===== src/sv/dual_stack_shared_buffer_unit_defines.svh =====
// Assertion macros for the dual stack shared buffer unit.
// Taken in by the top level; needs clk and rst_n in scope at the point of use.
`ifndef DUAL_STACK_SHARED_BUFFER_UNIT_DEFINES_SVH
`define DUAL_STACK_SHARED_BUFFER_UNIT_DEFINES_SVH

// Check a consequent in the same cycle as its antecedent.
`define DSSB_ASSERT_SAME(lbl, ante, cons, msg) \
  lbl: assert property (@(posedge clk) disable iff (!rst_n) (ante) |-> (cons)) \
    else $error(msg);

// Check a consequent in the cycle after its antecedent.
`define DSSB_ASSERT_NEXT(lbl, ante, cons, msg) \
  lbl: assert property (@(posedge clk) disable iff (!rst_n) (ante) |=> (cons)) \
    else $error(msg);

`endif


===== src/sv/dssb_pkg.sv =====
// Shared types, codes and constants for the dual stack shared buffer unit.
// No dependencies; every module of the block imports it.
`timescale 1ns / 1ps

package dssb_pkg;

  localparam int MemDepthDef  = 64;
  localparam int KeyWidthDef  = 32;
  localparam int CapW         = 6;
  localparam int InitCapW     = 5;
  localparam int MaxGrW       = 2;
  localparam int ValW         = 32;
  localparam int CfgAddrW     = 3;
  localparam int CfgDataW     = 32;

  localparam logic [InitCapW-1:0] InitCapReset    = 5'd10;
  localparam logic [MaxGrW-1:0]   MaxGrowthsReset = 2'd3;

  typedef enum logic [1:0] {
    CmdPushLow  = 2'd0,
    CmdPushHigh = 2'd1,
    CmdPopLow   = 2'd2,
    CmdPopHigh  = 2'd3
  } cmd_t;

  typedef enum logic [1:0] {
    StDone  = 2'd0,
    StGrown = 2'd1,
    StFull  = 2'd2,
    StEmpty = 2'd3
  } status_t;

  typedef enum logic {
    RegInitCap    = 1'b0,
    RegMaxGrowths = 1'b1
  } reg_idx_t;

  typedef struct packed {
    cmd_t                   cmd;
    logic signed [ValW-1:0] push_value;
  } in_item_t;

  typedef struct packed {
    status_t                status;
    logic signed [ValW-1:0] popped_value;
    logic [CapW-1:0]        capacity_now;
  } out_item_t;

  // Register file view handed to the control path
  typedef struct packed {
    logic                restart;
    logic [InitCapW-1:0] init_cap;
    logic [MaxGrW-1:0]   max_growths;
  } cfg_ctl_t;

  // Memory strobes for one access
  typedef struct packed {
    logic we;
    logic re;
  } mem_ctl_t;

  // Registered result bookkeeping; the popped key comes from the memory
  typedef struct packed {
    logic            valid;
    status_t         status;
    logic [CapW-1:0] capacity;
    logic            pop_ok;
  } ctrl_res_t;

  // Clip a capacity to the physical limit
  function automatic logic [CapW-1:0] limit_cap(input logic [CapW:0] c,
                                                input logic [CapW-1:0] lim);
    logic [CapW-1:0] r;
    r = (c > {1'b0, lim}) ? lim : c[CapW-1:0];
    return r;
  endfunction

endpackage


===== src/sv/dssb_cfg.sv =====
// APB-style register file: initial capacity and growth budget.
// Depends on dssb_pkg.
`timescale 1ns / 1ps

module dssb_cfg (
  input  logic                            clk,
  input  logic                            rst_n,
  input  logic                            psel,
  input  logic                            penable,
  input  logic                            pwrite,
  input  logic [dssb_pkg::CfgAddrW-1:0]   paddr,
  input  logic [dssb_pkg::CfgDataW-1:0]   pwdata,
  output logic [dssb_pkg::CfgDataW-1:0]   prdata,
  output logic                            pready,
  output dssb_pkg::cfg_ctl_t              cfg_ctl
);
  import dssb_pkg::*;

  logic [InitCapW-1:0] init_cap_r, init_cap_nxt;
  logic [MaxGrW-1:0]   max_growths_r, max_growths_nxt;
  logic                wr_beat;
  reg_idx_t            idx;

  assign pready  = 1'b1;
  assign wr_beat = psel & penable & pwrite;
  assign idx     = reg_idx_t'(paddr[2]);

  // Decode the write beat
  always_comb begin
    init_cap_nxt    = init_cap_r;
    max_growths_nxt = max_growths_r;
    if (wr_beat) begin
      unique case (idx)
        RegInitCap:    init_cap_nxt    = pwdata[InitCapW-1:0];
        RegMaxGrowths: max_growths_nxt = pwdata[MaxGrW-1:0];
        default:       ;
      endcase
    end
  end

  always_ff @(posedge clk) begin
    if (!rst_n) begin
      init_cap_r    <= InitCapReset;
      max_growths_r <= MaxGrowthsReset;
    end else begin
      init_cap_r    <= init_cap_nxt;
      max_growths_r <= max_growths_nxt;
    end
  end

  // Read back
  always_comb begin
    unique case (idx)
      RegInitCap:    prdata = CfgDataW'(init_cap_r);
      RegMaxGrowths: prdata = CfgDataW'(max_growths_r);
      default:       prdata = '0;
    endcase
  end

  // A write of the initial capacity restarts both stacks with the new value
  assign cfg_ctl.restart     = wr_beat && (idx == RegInitCap);
  assign cfg_ctl.init_cap    = pwdata[InitCapW-1:0];
  assign cfg_ctl.max_growths = max_growths_r;

endmodule


===== src/sv/dssb_store.sv =====
// Key store shared by both stacks: one write or one read per cycle.
// Synchronous memory with registered read data. Depends on dssb_pkg.
`timescale 1ns / 1ps

module dssb_store #(
  parameter int MEM_DEPTH = dssb_pkg::MemDepthDef,
  parameter int KEY_WIDTH = dssb_pkg::KeyWidthDef
) (
  input  logic                          clk,
  input  dssb_pkg::mem_ctl_t            mem_ctl,
  input  logic [$clog2(MEM_DEPTH)-1:0]  addr,
  input  logic [KEY_WIDTH-1:0]          wdata,
  output logic [KEY_WIDTH-1:0]          rdata
);
  import dssb_pkg::*;

  logic [KEY_WIDTH-1:0] mem [MEM_DEPTH];
  logic [KEY_WIDTH-1:0] rdata_r;

  // Write the pushed key
  always_ff @(posedge clk) begin
    if (mem_ctl.we) begin
      mem[addr] <= wdata;
    end
  end

  // Read the popped key
  always_ff @(posedge clk) begin
    if (mem_ctl.re) begin
      rdata_r <= mem[addr];
    end
  end

  assign rdata = rdata_r;

endmodule


===== src/sv/dssb_ctrl.sv =====
// Stack pointers, capacity growth and status decision for each item.
// Drives the key store address and strobes. Depends on dssb_pkg.
`timescale 1ns / 1ps

module dssb_ctrl #(
  parameter int MEM_DEPTH = dssb_pkg::MemDepthDef,
  parameter int KEY_WIDTH = dssb_pkg::KeyWidthDef
) (
  input  logic                          clk,
  input  logic                          rst_n,
  input  logic                          accept,
  input  dssb_pkg::in_item_t            item,
  input  dssb_pkg::cfg_ctl_t            cfg_ctl,
  output dssb_pkg::mem_ctl_t            mem_ctl,
  output logic [$clog2(MEM_DEPTH)-1:0]  addr,
  output logic [KEY_WIDTH-1:0]          wdata,
  output dssb_pkg::ctrl_res_t           res,
  output logic [dssb_pkg::CapW:0]       fill_sum,
  output logic [dssb_pkg::CapW-1:0]     capacity
);
  import dssb_pkg::*;

  localparam int AW    = $clog2(MEM_DEPTH);
  localparam int CalcW = ((AW > CapW) ? AW : CapW) + 1;
  localparam logic [CapW-1:0]  CapLimit  = CapW'((MEM_DEPTH < 63) ? MEM_DEPTH : 63);
  localparam logic [CalcW-1:0] DepthCalc = CalcW'(MEM_DEPTH);

  logic [CapW-1:0]   fill_low_r, fill_low_nxt;
  logic [CapW-1:0]   fill_high_r, fill_high_nxt;
  logic [CapW-1:0]   cap_r, cap_nxt;
  logic [MaxGrW-1:0] used_r, used_nxt;
  ctrl_res_t         res_r, res_nxt;

  logic [CapW:0]     sum;
  logic [CapW:0]     grown_raw;
  logic [CapW-1:0]   grown;
  logic              full;
  logic              can_grow;
  logic [CalcW-1:0]  addr_calc;

  assign sum       = {1'b0, fill_low_r} + {1'b0, fill_high_r};
  assign full      = sum >= {1'b0, cap_r};
  assign grown_raw = {1'b0, cap_r} + {2'b0, cap_r[CapW-1:1]};
  assign grown     = limit_cap(grown_raw, CapLimit);
  assign can_grow  = (used_r < cfg_ctl.max_growths) && ({1'b0, grown} > sum);

  // Key as stored: low bits of the pushed value, zero filled when wider
  if (KEY_WIDTH >= ValW) begin : g_wide_key
    assign wdata = KEY_WIDTH'(unsigned'(item.push_value));
  end else begin : g_narrow_key
    assign wdata = item.push_value[KEY_WIDTH-1:0];
  end

  // Decide the item: status, pointer moves and memory access
  always_comb begin
    fill_low_nxt  = fill_low_r;
    fill_high_nxt = fill_high_r;
    cap_nxt       = cap_r;
    used_nxt      = used_r;
    mem_ctl       = '{we: 1'b0, re: 1'b0};
    addr_calc     = CalcW'(fill_low_r);
    res_nxt       = '{valid: 1'b0, status: StDone, capacity: cap_r, pop_ok: 1'b0};
    if (cfg_ctl.restart) begin
      fill_low_nxt  = '0;
      fill_high_nxt = '0;
      used_nxt      = '0;
      cap_nxt       = limit_cap({2'b0, cfg_ctl.init_cap}, CapLimit);
    end else if (accept) begin
      res_nxt.valid = 1'b1;
      unique case (item.cmd)
        CmdPushLow, CmdPushHigh: begin
          if (full && !can_grow) begin
            res_nxt.status = StFull;
          end else begin
            if (full) begin
              cap_nxt        = grown;
              used_nxt       = used_r + 1'b1;
              res_nxt.status = StGrown;
            end
            mem_ctl.we = 1'b1;
            if (item.cmd == CmdPushLow) begin
              addr_calc    = CalcW'(fill_low_r);
              fill_low_nxt = fill_low_r + 1'b1;
            end else begin
              addr_calc     = DepthCalc - CalcW'(fill_high_r) - CalcW'(1);
              fill_high_nxt = fill_high_r + 1'b1;
            end
          end
        end
        CmdPopLow: begin
          if (fill_low_r == '0) begin
            res_nxt.status = StEmpty;
          end else begin
            mem_ctl.re     = 1'b1;
            res_nxt.pop_ok = 1'b1;
            addr_calc      = CalcW'(fill_low_r) - CalcW'(1);
            fill_low_nxt   = fill_low_r - 1'b1;
          end
        end
        CmdPopHigh: begin
          if (fill_high_r == '0) begin
            res_nxt.status = StEmpty;
          end else begin
            mem_ctl.re     = 1'b1;
            res_nxt.pop_ok = 1'b1;
            addr_calc      = DepthCalc - CalcW'(fill_high_r);
            fill_high_nxt  = fill_high_r - 1'b1;
          end
        end
        default: ;
      endcase
      res_nxt.capacity = cap_nxt;
    end
  end

  assign addr = addr_calc[AW-1:0];

  always_ff @(posedge clk) begin
    if (!rst_n) begin
      fill_low_r  <= '0;
      fill_high_r <= '0;
      used_r      <= '0;
      cap_r       <= limit_cap({2'b0, InitCapReset}, CapLimit);
      res_r       <= '{valid: 1'b0, status: StDone, capacity: '0, pop_ok: 1'b0};
    end else begin
      fill_low_r  <= fill_low_nxt;
      fill_high_r <= fill_high_nxt;
      used_r      <= used_nxt;
      cap_r       <= cap_nxt;
      res_r       <= res_nxt;
    end
  end

  assign res      = res_r;
  assign fill_sum = sum;
  assign capacity = cap_r;

endmodule


===== src/sv/dual_stack_shared_buffer_unit.sv =====
// Two stacks in one key store. A result beat leaves in the cycle after its item is accepted.
// Throughput: one item per cycle; busy stays low, since each item makes a single access
// to the one-port key store and a pop reads it later than any earlier push wrote it.
// Reset (rst_n, synchronous): both stacks empty, capacity 10, registers at defaults;
// key store contents are left as they are. The receiver cannot stall.
// Depends on dssb_pkg, dssb_cfg, dssb_ctrl, dssb_store and the defines header.
`timescale 1ns / 1ps
`include "dual_stack_shared_buffer_unit_defines.svh"

module dual_stack_shared_buffer_unit #(
  parameter int MEM_DEPTH = dssb_pkg::MemDepthDef,
  parameter int KEY_WIDTH = dssb_pkg::KeyWidthDef
) (
  input  logic                          clk,
  input  logic                          rst_n,
  input  logic                          start,
  output logic                          busy,
  input  dssb_pkg::in_item_t            in_item,
  output logic                          out_valid,
  output dssb_pkg::out_item_t           out_item,
  input  logic                          psel,
  input  logic                          penable,
  input  logic                          pwrite,
  input  logic [dssb_pkg::CfgAddrW-1:0] paddr,
  input  logic [dssb_pkg::CfgDataW-1:0] pwdata,
  output logic [dssb_pkg::CfgDataW-1:0] prdata,
  output logic                          pready
);
  import dssb_pkg::*;

  localparam int AW = $clog2(MEM_DEPTH);

  cfg_ctl_t             cfg_ctl;
  mem_ctl_t             mem_ctl;
  ctrl_res_t            res;
  logic [AW-1:0]        addr;
  logic [KEY_WIDTH-1:0] wdata;
  logic [KEY_WIDTH-1:0] rdata;
  logic [CapW:0]        fill_sum;
  logic [CapW-1:0]      capacity;
  logic [ValW-1:0]      key_wide;
  logic                 accept;
  logic                 fill_ok;
  logic                 push_at_full;
  logic                 refused;

  assign busy   = 1'b0;
  assign accept = start & ~busy;

  dssb_cfg u_cfg (
    .clk     (clk),
    .rst_n   (rst_n),
    .psel    (psel),
    .penable (penable),
    .pwrite  (pwrite),
    .paddr   (paddr),
    .pwdata  (pwdata),
    .prdata  (prdata),
    .pready  (pready),
    .cfg_ctl (cfg_ctl)
  );

  dssb_ctrl #(
    .MEM_DEPTH (MEM_DEPTH),
    .KEY_WIDTH (KEY_WIDTH)
  ) u_ctrl (
    .clk      (clk),
    .rst_n    (rst_n),
    .accept   (accept),
    .item     (in_item),
    .cfg_ctl  (cfg_ctl),
    .mem_ctl  (mem_ctl),
    .addr     (addr),
    .wdata    (wdata),
    .res      (res),
    .fill_sum (fill_sum),
    .capacity (capacity)
  );

  dssb_store #(
    .MEM_DEPTH (MEM_DEPTH),
    .KEY_WIDTH (KEY_WIDTH)
  ) u_store (
    .clk     (clk),
    .mem_ctl (mem_ctl),
    .addr    (addr),
    .wdata   (wdata),
    .rdata   (rdata)
  );

  // Sign extend a narrow key, drop the zero fill of a wide one
  if (KEY_WIDTH >= ValW) begin : g_wide_pop
    assign key_wide = rdata[ValW-1:0];
  end else begin : g_narrow_pop
    assign key_wide = {{(ValW - KEY_WIDTH){rdata[KEY_WIDTH-1]}}, rdata};
  end

  // Assemble the result beat
  assign out_valid             = res.valid;
  assign out_item.status       = res.status;
  assign out_item.popped_value = res.pop_ok ? signed'(key_wide) : '0;
  assign out_item.capacity_now = res.capacity;

  // Terms watched by the checks below
  assign fill_ok      = (fill_sum <= {1'b0, capacity});
  assign push_at_full = accept && (in_item.cmd == CmdPushLow || in_item.cmd == CmdPushHigh)
                        && (fill_sum >= {1'b0, capacity});
  assign refused      = (out_item.status == StFull);

  `DSSB_ASSERT_NEXT(a_accept_gives_beat, accept, out_valid, "accepted item gave no result beat")
  `DSSB_ASSERT_NEXT(a_no_spurious_beat, !accept, !out_valid, "result beat without an item")
  `DSSB_ASSERT_SAME(a_fill_in_capacity, 1'b1, fill_ok, "stacks overrun capacity")
  `DSSB_ASSERT_NEXT(a_grow_cap, push_at_full, refused || capacity > $past(capacity), "no growth")

endmodule


===== config.mk =====
export PLATFORM = sky130hd
export DESIGN_NAME = dual_stack_shared_buffer_unit
export DESIGN_NICKNAME = d
export VERILOG_FILES = /design/src/sv/dssb_pkg.sv /design/src/sv/dssb_cfg.sv /design/src/sv/dssb_store.sv /design/src/sv/dssb_ctrl.sv /design/src/sv/dual_stack_shared_buffer_unit.sv
export VERILOG_INCLUDE_DIRS = /design/src /design/src/sv
export SDC_FILE = /design/constraint.sdc
export NUM_CORES = 2
export LEC_CHECK = 0
export BUFFER_PORTS_ARGS = -buffer_cell sky130_fd_sc_hd__buf_2
export CAP_MARGIN = 20
export CORE_ASPECT_RATIO = 2
export CORE_MARGIN = 4
export CORE_UTILIZATION = 50
export CTS_BUF_LIST = sky130_fd_sc_hd__clkbuf_2 sky130_fd_sc_hd__clkbuf_4 sky130_fd_sc_hd__clkbuf_8
export CTS_CLUSTER_DIAMETER = 50
export DETAILED_ROUTE_END_ITERATION = 12
export PLACE_DENSITY = 0.66
export SLEW_MARGIN = 40
export SYNTH_ARGS = -nofsm -noshare
export SYNTH_HDL_FRONTEND = slang
export SYNTH_HIERARCHICAL = 1
export SYNTH_SLANG_ARGS = --single-unit

===== constraint.sdc =====
create_clock -name clk -period 20.2 [get_ports clk]
set_clock_uncertainty 0.1 [all_clocks]
set_input_delay 2.02 -clock clk [delete_from_list [all_inputs] [get_ports clk]]
set_output_delay 2.02 -clock clk [all_outputs]
set_load 0.01 [all_outputs]

After elaboration in Yosys (flattened, before gate mapping)
Memory sizes are Yosys's and may differ from the RTL's. A register that Yosys moved wholly into a read port is not among the register bits. Index checks and enable logic that the tools add are counted.

Word-level logic and storage cells: 97. Memories: 1. Register bits after elaboration: 37. Bits of input ports: 75. Output and inout port bits: 75. Memory bits (read-only): 0. Bits in latches: 0. Bits in writable memories: 2048.

Mux-type cells: 39. Div/mod/pow operators: 0. Equality and inequality tests: 8. Shift-type cells: 0. Reduce and logical (&&, ||, !) cells: 18. Bitwise logic cells: 6. $lt $le $gt $ge: 4. $mul: 0. Add/subtract/negate cells: 10.

Memories: u_store.mem (depth 64, width 32, read ports 1, clocked after memory_dff 1, write ports 1, line dssb_store.sv:17) `logic [KEY_WIDTH-1:0] mem [MEM_DEPTH];`.

Operators with widths (number): $mux 6 (16); $pmux 32 s2 (1); $mux 32 (1); $pmux 6 s2 (2); $sub 6x1->6 const B (4); $pmux 6 s3 (1); $add 6x1->6 const B (2); $logic_not 6->1 (2); $mux 10 (1); $mux 2 (5); $mux 5 (2); $ne 2x2->1 const B (5); $reduce_and 5->1 (2); $add 6x5->7 (1); $add 6x6->7 (1); $ge 7x6->1 (1); $gt 6x7->1 (1); $gt 7x6->1 const B (1); $mux 1 (7); $mux 7 (1); $pmux 2 s3 (1); $reduce_bool 2->1 (3); $sub 1x6->6 const A (1); $eq 2x2->1 const B (2); other kinds (13) (21).

Depth between registers and ports, before layout
Depth after elaboration: 13. Mapped depth: 26. Gate-level depth less buffers: 20.

Cells and area by module
Netlist, hierarchy kept.

Modules (own cells, without submodules): dssb_store (times used 1, seq. area each 62459.9 um2, cells an instance 4541, area an instance 79060.8 um2); dssb_ctrl (times used 1, seq. area each 600.6 um2, cells an instance 425, area an instance 3383.2 um2); dssb_cfg (times used 1, seq. area each 140.1 um2, cells an instance 71, area an instance 611.8 um2); dual_stack_shared_buffer_unit (times used 1, seq. area each 0.0 um2, cells an instance 37, area an instance 266.5 um2).

Worst setup path before layout
No wires, ideal clock.

Kind: reg2reg. From: register u_ctrl.cap_r[1] (netlist: u_ctrl/capacity[1]). To: memory u_store/mem[14][0] in the netlist's numbering (enable). Path buffers: 8. Stages on the path, launching flop included: 25. Arrival: 6.046 ns. Library setup time: 0.421 ns. Clock period less this slack: 6.567 ns. Required time: 19.679 ns. Slack: 13.633 ns. Cell sequence: dfxtp_1 > ha_1 > fa_1 > a21oi_1 > o21a_1 > nand2_1 > mux2i_1 > inv_1 > ha_1 > and3_4 > a21boi_1 > o31ai_1 > a211oi_2 > buf_4 > a32o_1 > a21oi_1 > buf_6 > buf_6 > buf_6 > buf_4 > buf_4 > buf_2 > buf_2 > nand3_1 > nor2_1.

Elaborated cells between the ends (all ways): 18. Those cells by class: add/sub: 1; order compare: 3; mux: 11; reduce/logical: 3.

RTL lines: start: declaration (line dssb_ctrl.sv:30) `logic [CapW-1:0] cap_r, cap_nxt;`; start signal: assignment (line dssb_ctrl.sv:123) `cap_r <= limit_cap({2'b0, InitCapReset}, CapLimit);`; start signal: assignment (line dssb_ctrl.sv:129) `cap_r <= cap_nxt;`; $add 6x5->7 (line dssb_ctrl.sv:43) `assign grown_raw = {1'b0, cap_r} + {2'b0, cap_r[CapW-1:1]};`; $gt 7x6->1 (line dssb_pkg.sv:74) `r = (c > {1'b0, lim}) ? lim : c[CapW-1:0];`; $mux 6 (line dssb_pkg.sv:74); $gt 6x7->1 (line dssb_ctrl.sv:45) `assign can_grow = (used_r < cfg_ctl.max_growths) && ({1'b0, grown} > sum);`; $logic_and 1x1->1 (line dssb_ctrl.sv:45); $logic_not 1->1 (line dssb_ctrl.sv:72) `if (full && !can_grow) begin`; $logic_and 1x1->1 (*) (line dssb_ctrl.sv:72); $mux 6 (*) (line dssb_ctrl.sv:72); $pmux 6 s3 (*) (line dssb_ctrl.sv:70) `unique case (item.cmd)`; $mux 6 (*) (line dssb_ctrl.sv:68) `end else if (accept) begin`; $mux 6 (*) (line dssb_ctrl.sv:63) `if (cfg_ctl.restart) begin`; net addr[2] (line dual_stack_shared_buffer_unit.sv:36) `logic [AW-1:0] addr;`; end: declaration (line dssb_store.sv:17).

Mark *: on every way through the listed nets, which the timed path passes. The rest lies on a longest branch.

Worst setup path in the final report
From: register u_ctrl.fill_low_r[1]. To: register u_store.rdata_r[7] (netlist: u_store/rdata[7]), read port of u_store.mem (data pin).

Longest elaborated chain between the ends: 9. Elaborated cells between the ends (all ways): 19. Those cells by class: add/sub: 2; order compare: 2; mux: 11; reduce/logical: 4.

RTL lines: start: declaration (line dssb_ctrl.sv:28) `logic [CapW-1:0] fill_low_r, fill_low_nxt;`; start signal: assignment (line dssb_ctrl.sv:126) `fill_low_r <= fill_low_nxt;`; $add 6x6->7 (*) (line dssb_ctrl.sv:41) `assign sum = {1'b0, fill_low_r} + {1'b0, fill_high_r};`; net fill_sum[5] (line dual_stack_shared_buffer_unit.sv:39) `logic [CapW:0] fill_sum;`; $gt 6x7->1 (line dssb_ctrl.sv:45); $logic_and 1x1->1 (line dssb_ctrl.sv:45); $logic_not 1->1 (line dssb_ctrl.sv:72); $logic_and 1x1->1 (*) (line dssb_ctrl.sv:72); $mux 6 (*) (line dssb_ctrl.sv:72); $pmux 6 s3 (*) (line dssb_ctrl.sv:70); $mux 6 (*) (line dssb_ctrl.sv:68); $mux 6 (*) (line dssb_ctrl.sv:63); net addr[1] (line dual_stack_shared_buffer_unit.sv:36); end: declaration (line dssb_store.sv:18) `logic [KEY_WIDTH-1:0] rdata_r;`.

Marks and branches as above. A chain may end at the register's enable or synchronous reset.

==> flow_summary.toml <==
[floorplanning]
dieHeight_microns = 585.3
dieArea_sq_um = 173600
coreArea_sq_um = 165500
start_util = 0.5034
rows = 211
io_pins = 150
die_w_microns = 296.7

[yosys]
synth_top_cell_by_area = "edfxtp_1"
yosys_warnings = 6
syn-cell-area_sq_um = 83320
synth.avg_cell_area_sq_um = 16.42
yosysSeqAreaShare = 0.7585
ys.flop_type = "edfxtp_1"
ys_seq_elements = 2117
synth_top_area_share = 0.7496
synthSimpleGateAreaFrac = 0.04368
synth_most_common_cell = "edfxtp_1"
ys_top_cells_by_area = "edfxtp_1 75%, a221oi_1 3.3%, a22oi_1 2.7%"
synthMuxAreaShare = 0.04248
async_flop_share = 0
syn_inst = 5074
synth_edf_count = 2080
ys_top_cells_by_count = "2080 x edfxtp_1, 316 x a221oi_1, 298 x a22oi_1"
synthXorXnorAreaFrac = 0.001997
synth-compound-area-share = 0.1189
synthAdderAreaFrac = 0.005676
synth.distinct_cells = 89
synth_top_family_by_area = "compound AO/OA/AOI/OAI gates"

[drt]
drt_iter0_markers = 5310
via_per_inst = 6.581
routed_wl_mm = 234.8
drtPass1Iterations = 9
routedWlPerCell_microns = 31.19
drc = 0
ant_nets = 0
vias = 49540

[worst_hold_path]
hp-start = "u_cfg/init_cap_r[0]$_SDFFE_PN0P_"
worstHoldPathCells = 2
hold_end = "u_cfg/init_cap_r[0]$_SDFFE_PN0P_"
hold_class = "register to register"

[layout]
post-route-util = 0.5538
fillers = 12640
final_nets = 5306
finalNonFillerCells = 7528
drive_gt1_frac = 0.1754
areaGrowthSynthToFinish_pct = 10.02

[clocking]
cts_tree = "yes"
htree_levels = 5
postCtsHoldBufs = 0
clockRootBuffer = "clkbuf_8"
cts_sinks = 2117
clockBufferDepth = 4
cts_buffers = 285
clk_pin_slew_ps = 70
cts_resized = 0
insertion_delay_ps = 900
cts_setup_buffers = 0

[sta]
finalSetupViolations = 0
worst_slack_ps = 11360
fmaxAchievable_mhz = 113.2
slew_headroom = 0.3647
post-route-min-period_ps = 8837
finalHoldViolCount = 0
worst_pin_slew_ps = 953.0
setup_tns_ps = 0
fin_crit_sh = 0.4375
whs_ps = 360.3
slew_violations = 0
grt_setup_unrepaired = "false"

[grt]
grt_pass1_vias = 49740
grt-busiest-layer = "met2"
grt_use_met1 = 0.3096
grt_pass1_wl_mm = 335.6
met2_usage = 0.4722
grt_remaining_overflow = 0
grt_use_total = 0.2658
grt_max_degree = 125
grt_use_met3 = 0.04544
antenna_found_initial = 16

[critical_path]
worstPathRequired_ps = 20740
cpMostUsedCell = "buf_4"
rr_startpoint = "u_ctrl/fill_low_r[1]$_SDFFE_PP0P_"
rr_worst_depth = 24
startpoint_type = "register"
cp-startpoint = "u_ctrl/fill_low_r[1]$_SDFFE_PP0P_"
cp_max_fo = 57
r2r_slack_ps = 11360
crit_chain = "ha_1 > a21o_1 > a21oi_1 > o21bai_1 > a21oi_1 > xnor2_1 > inv_1 > ha_1 > and3_4 > a221oi_2 > o31ai_1 > a211oi_4 > a21oi_1 > o2bb2ai_4 > buf_4 > buf_4 > buf_4 > buf_4 > mux2_2 > a22oi_1 > nor2_1 > a221oi_1 > o22ai_1 > or3_1"
crit_slowest_cell = "buf_4"
rr_endpoint = "u_store/rdata[7]$_DFFE_PP_"
crit_family = "compound AO/OA/AOI/OAI gates"
path_buf_inv = 5
end_kind = "register"
slowest_delay_ps = 760
worstPathArrival_ps = 9370
worstSetupPathType = "register to register"

[pwr]
cellLeakagePower_nw = 28.86
peakVddDrop_mv = 0.06165
powerDensity_nw_per_um2 = 101.1

[placement]
pre_cts_ws_ps = 10890
gp_congestion = 0.8258
numPortBuffers = 91
dp_hpwl_mm = 130.1
dp.cells = 7034

[flow_run]
maxCapViolCount = 0

[status]
status = "finished, final reports clean"
metal layers:
layer	share of wire	vias to the layer above
li1	-	20760
met1	0.34	25330
met2	0.52	2815
met3	0.087	630
met4	0.055	4
met5	0.00011	-
cell usage in the layout, fill, tap and decap left out, types with 32 or more instances in the layout:
cell type     n
mux2_2       67
nand2_1     178
a31oi_1      39
a22oi_1     298
and2_2       32
nor3_1       32
nand3_1      39
o21ai_0     202
ha_1         33
mux2i_1     213
o22ai_1     127
buf_2        70
a21oi_1     100
a211oi_1     35
nor2_1      210
clkbuf_8    294
clkinv_1     66
nor2_4       68
buf_4       164
clkbuf_4     78
dfxtp_1      36
a221oi_1    316
a22o_1       71
edfxtp_1   2080
worst register-to-register path, cell delays in order (launching register included):
cell       delay, ps
dfxtp_1          710
ha_1             350
a21o_1           180
a21oi_1          230
o21bai_1          90
a21oi_1          200
xnor2_1          180
inv_1             70
ha_1             310
and3_4           210
a221oi_2         360
o31ai_1          250
a211oi_4         590
a21oi_1          210
o2bb2ai_4        150
buf_4            380
buf_4            610
buf_4            790
buf_4            680
mux2_2           440
a22oi_1          180
nor2_1            70
a221oi_1         460
o22ai_1          370
or3_1            400
sequential cells by signal (all words and copies together), names as in the netlist:
signal	flops
u_cfg/init_cap_r	5
u_cfg/max_growths_r	2
u_ctrl/capacity	6
u_store/mem	2048
u_ctrl/fill_low_r	6
u_store/rdata	32
u_ctrl/fill_high_r	6
u_ctrl/res	10
u_ctrl/used_r	2
stage by stage:
step           power (W)  cell area, sq um
2_1_floorplan   0.005809             83420
3_3_place_gp    0.006246             86100
3_5_place_dp    0.006266             86300
4_1_cts         0.009285             91520
5_1_grt         0.009575             91660
6_report        0.009264             91670
cell families (layout without fill, tap and decap cells):
group                    count (synthesis)  in the layout
adder cells (fa/ha/maj)                 36             36
other                                    3             38
AND/OR/NAND/NOR                        757            757
AO/OA/AOI/OAI                         1361           1361
buffers and inverters                  472            761
flip-flops                            2117           2117
XOR/XNOR                                19             19
multiplexers                           309            309
report_power, final:
part           switching (W)  internal [W]
clock                0.00153       0.00153
combinational       0.000926      0.000398
sequential         0.0000123       0.00486
total                0.00247       0.00679
area by class of cell:
cell class	count	area, sq um	area share
Tap cell	2130	2665	0.02907
Multi-Input combinational cell	2511	18560	0.2025
Timing Repair Buffer	250	1889	0.02061
Inverter	30	116.4	0.001269
Antenna cell	9	22.52	0.0002457
Clock inverter	109	583.1	0.006360
Sequential cell	2117	63200	0.6895
Clock buffer	372	4632	0.05053
how the worst max path moves through the flow:
stage / to / slack, ps / cells after the start
6_report: u_store/rdata[7]$_DFFE_PP_ / 11360 / 24
2_1_floorplan: u_store/mem[14][0]$_DFFE_PP_ / 13630 / 24
4_1_cts: u_store/mem[22][6]$_DFFE_PP_ / 10860 / 21
3_5_place_dp: u_store/mem[22][6]$_DFFE_PP_ / 10890 / 21
3_3_place_gp: u_store/mem[22][6]$_DFFE_PP_ / 11020 / 21
5_1_grt: u_store/rdata[7]$_DFFE_PP_ / 11070 / 24
Note: power is estimated with default switching activity, not from simulation.
